===== src/rtl/pps_pkg.sv =====
// Shared types, constants and tables for the pure pursuit steering unit.
// No dependencies.
package pps_pkg;

   // Sizes
   localparam int PATH_DEPTH   = 1024;
   localparam int CORDIC_STEPS = 16;
   localparam int ADDR_W  = $clog2(PATH_DEPTH);
   localparam int CNT_W   = $clog2(PATH_DEPTH + 1);
   localparam int PTS_W   = 11;
   localparam int NUM_W   = (CNT_W > PTS_W) ? CNT_W : PTS_W;
   localparam int STEP_W  = $clog2(CORDIC_STEPS);
   localparam int XW      = 52;   // CORDIC vector width
   localparam int ZW      = 26;   // CORDIC angle width, Q20
   localparam int CW      = 23;   // heading sine/cosine, Q20
   localparam int DW      = 25;   // coordinate difference
   localparam int DIST_W  = 50;   // squared distance
   localparam int LW      = 49;   // point in vehicle frame
   localparam int PW      = 37;   // 2 * wheelbase * sine
   localparam int PT_W    = 48;   // stored point, east over north

   // Fixed-point constants
   localparam int GAIN_Q20    = 636751;
   localparam int PI_Q13      = 25736;
   localparam int HALF_PI_Q13 = 12868;
   localparam logic signed [15:0] ONE_Q13 = 16'sd8192;
   localparam logic signed [15:0] PT8_Q13 = 16'sd6554;
   localparam logic signed [15:0] PT2_Q13 = 16'sd1638;

   // Item function codes
   localparam logic [1:0] FUNC_LOAD = 2'd0;
   localparam logic [1:0] FUNC_FLAG = 2'd1;
   localparam logic [1:0] FUNC_TICK = 2'd2;

   // Mode flag codes
   localparam logic [7:0] FLAG_TRACK = 8'd0;
   localparam logic [7:0] FLAG_LEFT  = 8'd1;
   localparam logic [7:0] FLAG_RIGHT = 8'd2;
   localparam logic [7:0] FLAG_HARD  = 8'd3;

   // Result status codes
   localparam logic [1:0] STAT_TRACK = 2'd0;
   localparam logic [1:0] STAT_AVOID = 2'd1;
   localparam logic [1:0] STAT_EMPTY = 2'd2;
   localparam logic [1:0] STAT_NOFWD = 2'd3;

   // Register indexes
   localparam logic [2:0] CSR_WHEELBASE   = 3'd0;
   localparam logic [2:0] CSR_LOOKAHEAD   = 3'd1;
   localparam logic [2:0] CSR_TRACK_SPEED = 3'd2;
   localparam logic [2:0] CSR_AVOID_SPEED = 3'd3;
   localparam logic [2:0] CSR_PATH_POINTS = 3'd4;

   typedef enum logic [1:0] {
      MODE_TRACK = 2'd0,
      MODE_LEFT  = 2'd1,
      MODE_RIGHT = 2'd2
   } drive_mode_type;

   typedef enum logic [3:0] {
      ST_IDLE,
      ST_HEAD,
      ST_NEAR,
      ST_AHEAD,
      ST_BEAR,
      ST_SIN,
      ST_MUL,
      ST_STEER,
      ST_DONE
   } seq_state_type;

   typedef struct packed {
      logic [1:0]         func;
      logic [9:0]         point_index;
      logic signed [23:0] point_x;
      logic signed [23:0] point_y;
      logic [7:0]         mode_flag;
      logic signed [23:0] vehicle_x;
      logic signed [23:0] vehicle_y;
      logic signed [15:0] heading;
   } req_type;

   typedef struct packed {
      logic signed [15:0] steering;
      logic [11:0]        speed;
      logic [1:0]         status;
      logic [9:0]         nearest_index;
   } rsp_type;

   // Start command for the shared CORDIC unit
   typedef struct packed {
      logic                 start;
      logic                 rot;     // 1 rotate, 0 vectoring
      logic signed [XW-1:0] x;
      logic signed [XW-1:0] y;
      logic signed [ZW-1:0] z;
   } cordic_req_type;

   // One evaluated path point leaving the scan pipeline
   typedef struct packed {
      logic                 v;
      logic                 last;
      logic [ADDR_W-1:0]    idx;
      logic [DIST_W-1:0]    dsq;
      logic signed [LW-1:0] lx;
      logic signed [LW-1:0] ly;
   } scan_res_type;

   // atan(2^-i) in Q20
   function automatic logic signed [ZW-1:0] atan_q20(input logic [4:0] i);
      logic signed [ZW-1:0] a;
      unique case (i)
         5'd0:  a = ZW'(823550);
         5'd1:  a = ZW'(486170);
         5'd2:  a = ZW'(256879);
         5'd3:  a = ZW'(130396);
         5'd4:  a = ZW'(65451);
         5'd5:  a = ZW'(32757);
         5'd6:  a = ZW'(16383);
         5'd7:  a = ZW'(8192);
         5'd8:  a = ZW'(4096);
         5'd9:  a = ZW'(2048);
         5'd10: a = ZW'(1024);
         5'd11: a = ZW'(512);
         5'd12: a = ZW'(256);
         5'd13: a = ZW'(128);
         5'd14: a = ZW'(64);
         5'd15: a = ZW'(32);
         5'd16: a = ZW'(16);
         5'd17: a = ZW'(8);
         5'd18: a = ZW'(4);
         5'd19: a = ZW'(2);
         5'd20: a = ZW'(1);
         default: a = '0;
      endcase
      return a;
   endfunction

endpackage


===== src/rtl/pps_cordic.sv =====
// Iterative CORDIC, one micro-rotation per cycle, rotation or vectoring mode.
// Depends on pps_pkg for widths and the arctangent table.
module pps_cordic import pps_pkg::*; (
   input  logic                 clock,
   input  logic                 reset,
   input  cordic_req_type       req,
   output logic                 done,
   output logic signed [XW-1:0] x_out,
   output logic signed [XW-1:0] y_out,
   output logic signed [ZW-1:0] z_out
);

   logic                 busy_ff, busy_in;
   logic                 done_ff, done_in;
   logic [STEP_W-1:0]    step_ff, step_in;
   logic                 rot_ff, rot_in;
   logic signed [XW-1:0] x_ff, x_in, y_ff, y_in;
   logic signed [ZW-1:0] z_ff, z_in;
   logic signed [XW-1:0] xs, ys;
   logic signed [ZW-1:0] ang;
   logic                 pos;

   // One micro-rotation
   always_comb begin
      xs  = x_ff >>> step_ff;
      ys  = y_ff >>> step_ff;
      ang = atan_q20(5'(step_ff));
      pos = rot_ff ? !z_ff[ZW-1] : y_ff[XW-1];
   end

   always_comb begin
      busy_in = busy_ff;
      done_in = 1'b0;
      step_in = step_ff;
      rot_in  = rot_ff;
      x_in    = x_ff;
      y_in    = y_ff;
      z_in    = z_ff;
      if (req.start) begin
         busy_in = 1'b1;
         step_in = '0;
         rot_in  = req.rot;
         x_in    = $signed(req.x);
         y_in    = $signed(req.y);
         z_in    = $signed(req.z);
      end else if (busy_ff) begin
         if (pos) begin
            x_in = x_ff - ys;
            y_in = y_ff + xs;
            z_in = z_ff - ang;
         end else begin
            x_in = x_ff + ys;
            y_in = y_ff - xs;
            z_in = z_ff + ang;
         end
         step_in = step_ff + 1'b1;
         if (step_ff == STEP_W'(CORDIC_STEPS - 1)) begin
            busy_in = 1'b0;
            done_in = 1'b1;
         end
      end
   end

   always_ff @(posedge clock) begin
      if (reset) begin
         busy_ff <= 1'b0;
         done_ff <= 1'b0;
         step_ff <= '0;
      end else begin
         busy_ff <= busy_in;
         done_ff <= done_in;
         step_ff <= step_in;
      end
   end

   always_ff @(posedge clock) begin
      rot_ff <= rot_in;
      x_ff   <= x_in;
      y_ff   <= y_in;
      z_ff   <= z_in;
   end

   assign done  = done_ff;
   assign x_out = x_ff;
   assign y_out = y_ff;
   assign z_out = z_ff;

endmodule


===== config.mk =====
export PLATFORM = sky130hd
export DESIGN_NAME = pps_cordic
export DESIGN_NICKNAME = d
export VERILOG_FILES = /design/src/rtl/pps_pkg.sv /design/src/rtl/pps_cordic.sv
export SDC_FILE = /design/constraint.sdc
export NUM_CORES = 1
export LEC_CHECK = 0
export BUFFER_PORTS_ARGS = -buffer_cell sky130_fd_sc_hd__buf_2
export CELL_PAD_IN_SITES_DETAIL_PLACEMENT = 1
export CELL_PAD_IN_SITES_GLOBAL_PLACEMENT = 1
export CORE_ASPECT_RATIO = 1.1
export CORE_MARGIN = 2
export CORE_UTILIZATION = 41
export DETAILED_ROUTE_END_ITERATION = 10
export HOLD_SLACK_MARGIN = 0.03
export PLACE_DENSITY = 0.77
export SLEW_MARGIN = 5
export SYNTH_ARGS = -nofsm -noshare
export SYNTH_HDL_FRONTEND = slang
export SYNTH_SLANG_ARGS = --single-unit

===== constraint.sdc =====
create_clock -name clock -period 6.9 [get_ports clock]
set_clock_uncertainty 0.05 [all_clocks]
set_input_delay 1.38 -clock clock [delete_from_list [all_inputs] [get_ports clock]]
set_output_delay 1.38 -clock clock [all_outputs]
set_load 0.02 [all_outputs]

==> metrics.yaml, run 1 <==
vias: 22469
rr_worst_depth: 22
rrSetupSlack_ns: 0.51
cts_inserted_buffers: 17
yosysSeqAreaShare: 0.203
criticalPathCategory: "flop to flop"
ys_ff_latch: 157
worstHoldEndpoint: "busy_ff$_SDFF_PP0_"
setup_tns_ns: 0
die_area_mm2: 0.0555
hold_buffers: 0
clockBufferDepth: 2
synth_top_cell_by_area: "edfxtp_1"
ant_nets: 0
die_x_um: 225
whs_ns: 0.577
min_period_ns: 6.39
drcViolationCount: 0
clock_sinks: 157
synthFlopType: "edfxtp_1"
clkTransAtPathRegs_ns: 0.08
boundaryPins: 265
required_ns: 7.21
grt_max_degree: 106
start_util: 0.417
crit_path_start_kind: "flop"
critPathMaxFanout: 13
status: "finished clean"
fin_ws_ns: 0.507
grt_pass1_wl_um: 132000
drive_gt1_frac: 0.201
core_area_mm2: 0.0527
yosysMostFrequentCell: "nand2_1"
syn2layout_area_growth_pct: 12.6
hold_viol_final: 0
grt_use_total: 0.307
htree_levels: 4
synth_area_per_cell_um2: 8.35
die_h_um: 247
dp_hpwl_um: 68700
synthCells: 2630
tightest_slew_ns: 1.10
end_kind: "flop"
synth_cell_types: 94
wl_um: 86900
synth_edf_count: 131
synth_common_cells: "nand2_1 (348), o21ai_0 (233), a21oi_1 (198)"
fmax_ghz: 0.156
firstDrtPassIters: 5
clockRootBuffer: "clkbuf_16"
antenna_found_initial: 2
setup_viol: 0
ys_warn_count: 0
fin_crit_sh: 0.927
final_nets: 3126
grt_setup_unrepaired: "false"
portBuffers: 264
synthTopCellsByArea: "edfxtp_1 (18%), mux4_2 (10%), ha_1 (8.0%)"
cts_tree: "done"
async_reset_ff_frac: 0
place_ws_ns: 0.189
slew_viol_final: 0
min-delay-start: "busy_ff$_SDFF_PP0_"
rows: 88
hold_path_depth: 2
wl_per_cell_um: 24.6
insertion_delay_ns: 0.52
grt_pass1_vias: 22839
cp.arrival_ns: 6.71
yosysTopAreaCellShare: 0.179
netlist_area_mm2: 0.0220
syn-num-nets: 2908
hold_path.class: "flop to flop"
place_congestion: 0.952
rr_endpoint: "x_out[48]$_DFFE_PP_"
reg2reg_from: "step_ff[1]$_SDFFE_PP0P_"
drv_cap: 0
drtIter0Drc: 2035
vias_per_cell: 6.35
slew_headroom: 0.251
grt_overflow: 0
[layout make-up]
type	count	area [µm²]
diodes	1	2.50
flip-flops and latches	157	4470
well taps	675	845
multi-input cells	2249	16600
clock inverters	15	154
inverters	83	313
clock buffers	17	425
fillers	6428	28000
repair buffers	340	1950
[cells by family after synthesis]
logic type      synth area share
buf+inv                   0.0444
simple gates               0.185
compound gates             0.227
xor+xnor                  0.0841
flops                      0.203
fa+ha+maj                 0.0830
mux                        0.174
[registers in the layout, indices dropped and copies added (netlist names)]
signal   cells
y_out       52
busy_ff      1
done         1
rot_ff       1
z_out       26
ang         20
x_out       52
step_ff      4
[cells in the final DEF (no fill, tap or decap), drive strengths merged, types with 29 or more instances in the layout]
cell type | Yosys | final
mux2 | 58 | 58
nand3 | 70 | 70
mux2i | 92 | 92
o21ai | 240 | 240
ha | 141 | 141
inv | 82 | 89
nor3 | 53 | 53
edfxtp | 131 | 131
mux4 | 100 | 100
nor2 | 148 | 148
o31ai | 29 | 29
xnor2 | 117 | 117
nand2 | 348 | 348
buf | 47 | 339
a21o | 54 | 54
and3 | 36 | 36
a21oi | 198 | 198
a31oi | 37 | 37
xor2 | 94 | 94
[stage by stage]
step | instances | instance area [µm²] | utilization
finish | 3537 | 24700 | 0.469
floorplan | 2630 | 22000 | -
global route | 3537 | 24700 | 0.469
CTS | 3534 | 24700 | 0.468
detailed placement | 3502 | 24100 | 0.457
global placement | 3502 | 24100 | 0.457
[per-layer routing]
layer,track usage,vias up,share of wire
met5,0,-,0.00015
li1,-,10329,-
met3,0.0447,162,0.067
met4,0.121,2,0.032
met2,0.502,851,0.47
met1,0.409,11125,0.43
[critical path: stages, from the launching register on]
cell	delay, ns
dfxtp_4	0.51
buf_4	0.25
mux4_2	0.54
a222oi_1	0.40
nand4_1	0.20
a222oi_1	0.34
buf_4	0.19
nand4b_1	0.27
or3_4	0.52
o21ai_1	0.18
xnor2_1	0.16
ha_1	0.33
nand2_1	0.11
o211ai_1	0.14
a211oi_1	0.32
o21bai_1	0.14
a211oi_1	0.40
a211oi_1	0.17
nor2_1	0.20
o311ai_1	0.14
buf_4	0.19
a2111o_1	0.41
o211ai_1	0.10
[worst max path at each step]
stage,slack (ns),startpoint,end,cells past startpoint
final,0.51,step_ff[1]$_SDFFE_PP0P_,x_out[48]$_DFFE_PP_,22
after global routing,0.07,step_ff[1]$_SDFFE_PP0P_,y_out[46]$_DFFE_PP_,23
after CTS,0.15,step_ff[1]$_SDFFE_PP0P_,y_out[48]$_DFFE_PP_,21
after detailed placement,0.19,step_ff[1]$_SDFFE_PP0P_,y_out[48]$_DFFE_PP_,21
after global placement,0.15,step_ff[1]$_SDFFE_PP0P_,y_out[48]$_DFFE_PP_,21
after floorplan,0.42,step_ff[3]$_SDFFE_PP0P_,x_out[50]$_DFFE_PP_,28
[timing repair]
item | 4_1_cts | 5_1_grt
buffers inserted | 0 | 2
endpoints found under the setup margin | 0 | 16
hold endpoints to repair | 0 | 0
gates resized for setup | 0 | 6
Power of run 1 is not shown: default switching activity piles up to over one toggle a cycle in this logic, so the estimate is an artifact.
==> run 2, diff against run 1 <==
- CORE_UTILIZATION: 41 -> 46
- PLACE_DENSITY: 0.77 -> 0.82
- clock period: 6.9 -> 7 ns (I/O delays scaled with it)
==> run 2 against run 1 <==
Effect of this change: worst hold slack improved by 0.013 ns; critical endpoint is now y_out[46]$_DFFE_PP_; highest routed layer is now met4; flip-flop and latch count is the same; sequential share of layout area about the same; clock-buffer cell count grew 1; cell count fell by 1.1%; fmax is 3.3% lower.
==> metrics.yaml, run 2 (same netlist as run 1, synthesis figures left out) <==
status: "finished clean"
setup_viol: 0  # unchanged
slew_viol_final: 0  # unchanged
end_kind: "flop"
die_x_um: 212  # -5.5%
dr_wl_met3_um: 6600  # +13%
dp_hpwl_um: 66800  # -2.7%
htree_levels: 4  # unchanged
hold_path_depth: 2  # unchanged
top_layer: "met4"
grt_overflow: 0  # unchanged
drv_cap: 0  # unchanged
vias_per_cell: 6.51  # +2.4%
drtIter0Drc: 2083  # +2.4%
grt_pass1_wl_um: 132000  # -0.14%
wl_per_cell_um: 24.6  # +0.18%
multiInputGateArea_mm2: 0.0166  # about the same
n_fill_cell: 5821  # -9.4%
cts_inserted_buffers: 17  # unchanged
clockBufferDepth: 2  # unchanged
m1WireLength_um: 37400  # -0.33%
clockRootBuffer: "clkbuf_16"
wl_um: 86100  # -0.93%
hold_buffers: 0  # unchanged
place_congestion: 0.959  # +0.69%
firstDrtPassIters: 5  # unchanged
reg2reg_from: "step_ff[2]$_SDFFE_PP0P_"
rrSetupSlack_ns: 0.39  # -0.12 ns
clkTransAtPathRegs_ns: 0.08  # about the same
drive_gt1_frac: 0.198  # -0.00322
antenna_found_initial: 1  # -1
crit_path_start_kind: "flop"
grt_max_degree: 92  # -13%
rows: 84  # -4.5%
required_ns: 7.23  # +0.02 ns
grt_setup_unrepaired: "false"
start_util: 0.462  # +0.0459
boundaryPins: 265  # unchanged
final_nets: 3117  # -0.29%
dp.cells: 3455  # -1.3%
ant_nets: 0  # unchanged
die_h_um: 233  # -5.5%
min_period_ns: 6.61  # +0.219 ns
critPathMaxFanout: 40  # +27
layout.cells.non_filler: 3498  # -1.1%
grt_use_total: 0.344  # +0.0369
setup_tns_ns: 0  # unchanged
die_area_mm2: 0.0495  # -11%
final_cell_mix: "nand2_1 (348), buf_2 (263), o21ai_0 (233)"
insertion_delay_ns: 0.53  # about the same
slew_headroom: 0.198  # -0.0526
layout_commonest_cell: "nand2_1"
min-delay-start: "busy_ff$_SDFF_PP0_"
drcViolationCount: 0  # unchanged
rr_worst_depth: 20  # -9.1%
fin_crit_sh: 0.945  # +0.0181
ff_latch_area_mm2: 0.00447  # unchanged
tightest_slew_ns: 1.17  # +0.0769 ns
criticalPathCategory: "flop to flop"
clock_sinks: 157  # unchanged
syn2layout_area_growth_pct: 12.3
core_area_mm2: 0.0475  # -9.9%
hold_viol_final: 0  # unchanged
vias: 22761  # +1.3%
worstHoldEndpoint: "done$_SDFF_PP0_"
whs_ns: 0.591  # +0.0133 ns
wl_met2_um: 39700  # -2.7%
hold_path.class: "flop to flop"
grt_pass1_vias: 23077  # +1.0%
fmax_ghz: 0.151  # -3.3%
cp.arrival_ns: 6.84  # +0.13 ns
rr_endpoint: "y_out[46]$_DFFE_PP_"
portBuffers: 264  # unchanged
cts_tree: "done"
## run 2: worst max path at each step
stage / startpoint / endpoint / cells after the start
final: step_ff[2]$_SDFFE_PP0P_ / y_out[46]$_DFFE_PP_ / 20
after global routing: step_ff[1]$_SDFFE_PP0P_ / x_out[50]$_DFFE_PP_ / 22
after CTS: step_ff[1]$_SDFFE_PP0P_ / y_out[46]$_DFFE_PP_ / 20
after detailed placement: step_ff[1]$_SDFFE_PP0P_ / y_out[46]$_DFFE_PP_ / 20
after global placement: step_ff[1]$_SDFFE_PP0P_ / y_out[46]$_DFFE_PP_ / 20
after floorplan: step_ff[3]$_SDFFE_PP0P_ / x_out[50]$_DFFE_PP_ / 28
## run 2: repair_timing
item | CTS | global route
buffers inserted | 0 | 10
setup endpoints to repair | 0 | 19
gates resized for setup | 0 | 2
## run 2: cell type report
cell class                 instances  share of cell area
clock buffer                      18              0.0174
inverter                          83              0.0127
clock inverter                    14             0.00553
antenna                            1            0.000101
timing repair buffer             331              0.0792
sequential                       157               0.181
multi-input combinational       2249               0.671
tap                              645              0.0327
## run 2: worst max-delay path, stage by stage, from the launching register on
cell and delay, ns:
dfxtp_4 0.68, buf_12 0.30, mux4_2 0.38, mux2_2 0.33, nor4_1 0.43, o211a_1 0.26, nor4b_1 0.49, inv_1 0.17
nor3_2 0.41, a21oi_1 0.14, xnor2_1 0.23, ha_1 0.33, and2_1 0.21, a31oi_1 0.29, nand3_1 0.11, o21ai_0 0.34
a2bb2oi_1 0.43, a31oi_1 0.20, a21boi_0 0.26, mux2i_1 0.22, nand2_1 0.07
## run 2: metrics by stage
stage	instance area (µm²)	utilization	setup slack (ns)
after floorplan	22000	-	0.518
after global placement	24000	0.505	0.202
after detailed placement	24000	0.505	0.0632
after CTS	24600	0.517	0.0208
after global routing	24700	0.519	0.0788
final	24700	0.519	0.388
## run 2: routing by layer
layer | track usage | vias up
li1 | - | 10309
met4 | 0.124 | 0
met3 | 0.0682 | 178
met5 | 0 | -
met1 | 0.460 | 11280
met2 | 0.550 | 994
Power of run 2 is left out for the same reason.
==> run 3, diff against run 2 <==
- clock period: 7 -> 7.05 ns (I/O delays scaled with it)
==> run 3 against run 2 <==
Effect of this change: fmax up 1.2%; flip-flop and latch count unchanged; first-iteration DRC count down 4.0%; die area unchanged; critical path type unchanged; cell count about the same; non-clock buffer count up 2; wire length down 0.74%; setup slack better by 0.13 ns.
==> metrics.yaml, run 3 (same netlist as run 1, synthesis figures left out) <==
cts_inserted_buffers: 17  # unchanged
grt_use_total: 0.339  # -0.00501
hold_buffers: 0  # unchanged
wl_per_cell_um: 24.4  # -0.77%
end_kind: "flop"
drive_gt1_frac: 0.199  # +0.00126
hold_path.class: "flop to flop"
antenna_found_initial: 0  # -1
layout_commonest_cell: "nand2_1"
hold_viol_final: 0  # unchanged
core_area_mm2: 0.0475  # unchanged
clockRootBuffer: "clkbuf_16"
rr_worst_depth: 19  # -5.0%
setup_viol: 0  # unchanged
ff_latch_area_mm2: 0.00447  # unchanged
crit_path_start_kind: "flop"
setup_tns_ns: 0  # unchanged
dp_hpwl_um: 65900  # -1.4%
portBuffers: 264  # unchanged
slew_headroom: 0.216  # +0.0180
htree_levels: 4  # unchanged
boundaryPins: 265  # unchanged
drtIter0Drc: 2000  # -4.0%
slew_viol_final: 0  # unchanged
ant_nets: 0  # unchanged
clkTransAtPathRegs_ns: 0.09  # about the same
die_h_um: 233  # unchanged
clock_sinks: 157  # unchanged
min_period_ns: 6.54  # -0.0773 ns
drv_cap: 0  # unchanged
grt_setup_unrepaired: "false"
insertion_delay_ns: 0.52  # about the same
status: "finished clean"
tightest_slew_ns: 1.15  # -0.0263 ns
place_congestion: 0.972  # +1.4%
drcViolationCount: 0  # unchanged
fin_crit_sh: 0.927  # -0.0177
n_fill_cell: 5865  # +0.76%
wl_um: 85500  # -0.74%
die_x_um: 212  # unchanged
syn2layout_area_growth_pct: 12.4  # about the same
cts_tree: "done"
rows: 84  # unchanged
vias_per_cell: 6.48  # -0.38%
vias: 22680  # -0.36%
final_cell_mix: "nand2_1 (348), buf_2 (263), o21ai_0 (233)"
hold_path_depth: 2  # unchanged
start_util: 0.462  # unchanged
criticalPathCategory: "flop to flop"
grt_overflow: 0  # unchanged
cp.arrival_ns: 6.71  # -0.13 ns
place_ws_ns: 0.142  # +0.0789 ns
multiInputGateArea_mm2: 0.0166  # about the same
clockBufferDepth: 2  # unchanged
grt_pass1_wl_um: 130000  # -1.4%
fin_ws_ns: 0.515  # +0.127 ns
die_area_mm2: 0.0495  # unchanged
grt_pass1_vias: 22971  # -0.46%
firstDrtPassIters: 6  # +1
grt_max_degree: 98  # +6.5%
num_antenna_cells: 0  # -1
fmax_ghz: 0.153  # +1.2%
final_nets: 3119  # +0.064%
critPathMaxFanout: 33  # -18%
required_ns: 7.23  # about the same
==> run 3: cell count changes in the layout (fill, tap and decap cells not counted) <==
cell	change
clkinv_2	-1
clkinv_4	+2
a2111oi_0	+1
clkbuf_1	-1
a2111oi_1	-1
buf_4	+6
diode_2	-1
clkinv_8	+3
inv_12	+2
o31ai_1	-1
o31ai_2	+1
buf_12	-4
inv_6	-5
==> run 3: layout make-up <==
| class | instances | area share |
|---|---|---|
| tap | 645 | 0.0327 |
| clock buffer | 17 | 0.0172 |
| inverter | 83 | 0.0127 |
| multi-input combinational | 2249 | 0.671 |
| sequential | 157 | 0.181 |
| clock inverter | 15 | 0.00755 |
| timing repair buffer | 333 | 0.0777 |
==> run 3: per-layer routing <==
metal / track usage / routed length [µm] / vias up / part of all wire
met5: 0 / 0 / - / 0
met4: 0.129 / 2770 / 0 / 0.032
met3: 0.0555 / 6170 / 170 / 0.072
met2: 0.538 / 38800 / 958 / 0.45
met1: 0.462 / 37800 / 11237 / 0.44
li1: - / - / 10315 / -
==> run 3: through the flow <==
stage,cells,utilization,instance area [µm²],hold WS [ns]
after global routing,3499,0.520,24700,0.609
after detailed placement,3455,0.504,23900,0.561
after floorplan,2630,-,22000,0.474
after global placement,3455,0.504,23900,0.558
final,3499,0.520,24700,0.577
after CTS,3487,0.517,24600,0.585
==> run 3: final timing paths <==
check	start	to	slack [ns]
hold reg to reg	busy_ff$_SDFF_PP0_	done$_SDFF_PP0_	0.58
setup reg to reg	step_ff[1]$_SDFFE_PP0P_	x_out[49]$_DFFE_PP_	0.51
hold / removal	busy_ff$_SDFF_PP0_	done$_SDFF_PP0_	0.58
setup / recovery	step_ff[1]$_SDFFE_PP0P_	x_out[49]$_DFFE_PP_	0.51
==> run 3: what timing repair did <==
| item | CTS | global route |
|---|---|---|
| endpoints found under the setup margin | 0 | 20 |
| buffers inserted | 0 | 12 |
| gates resized for setup | 0 | 2 |
==> run 3: worst max-delay path, cell delays in order, from the launching register on <==
cell and delay (ns):
dfxtp_4 0.46, buf_4 0.47, mux4_2 0.59, mux2_2 0.32, nor4_1 0.31, o21ai_0 0.16
nand4b_1 0.37, nor3_2 0.37, nand2_1 0.14, nor3_1 0.26, a21oi_1 0.13, xnor2_1 0.15
ha_1 0.40, a21o_1 0.20, a21oi_1 0.17, or3b_2 0.46, a211oi_1 0.42, nor2_1 0.17
a2111oi_0 0.51, a221oi_1 0.12
Power of run 3 is left out for the same reason.
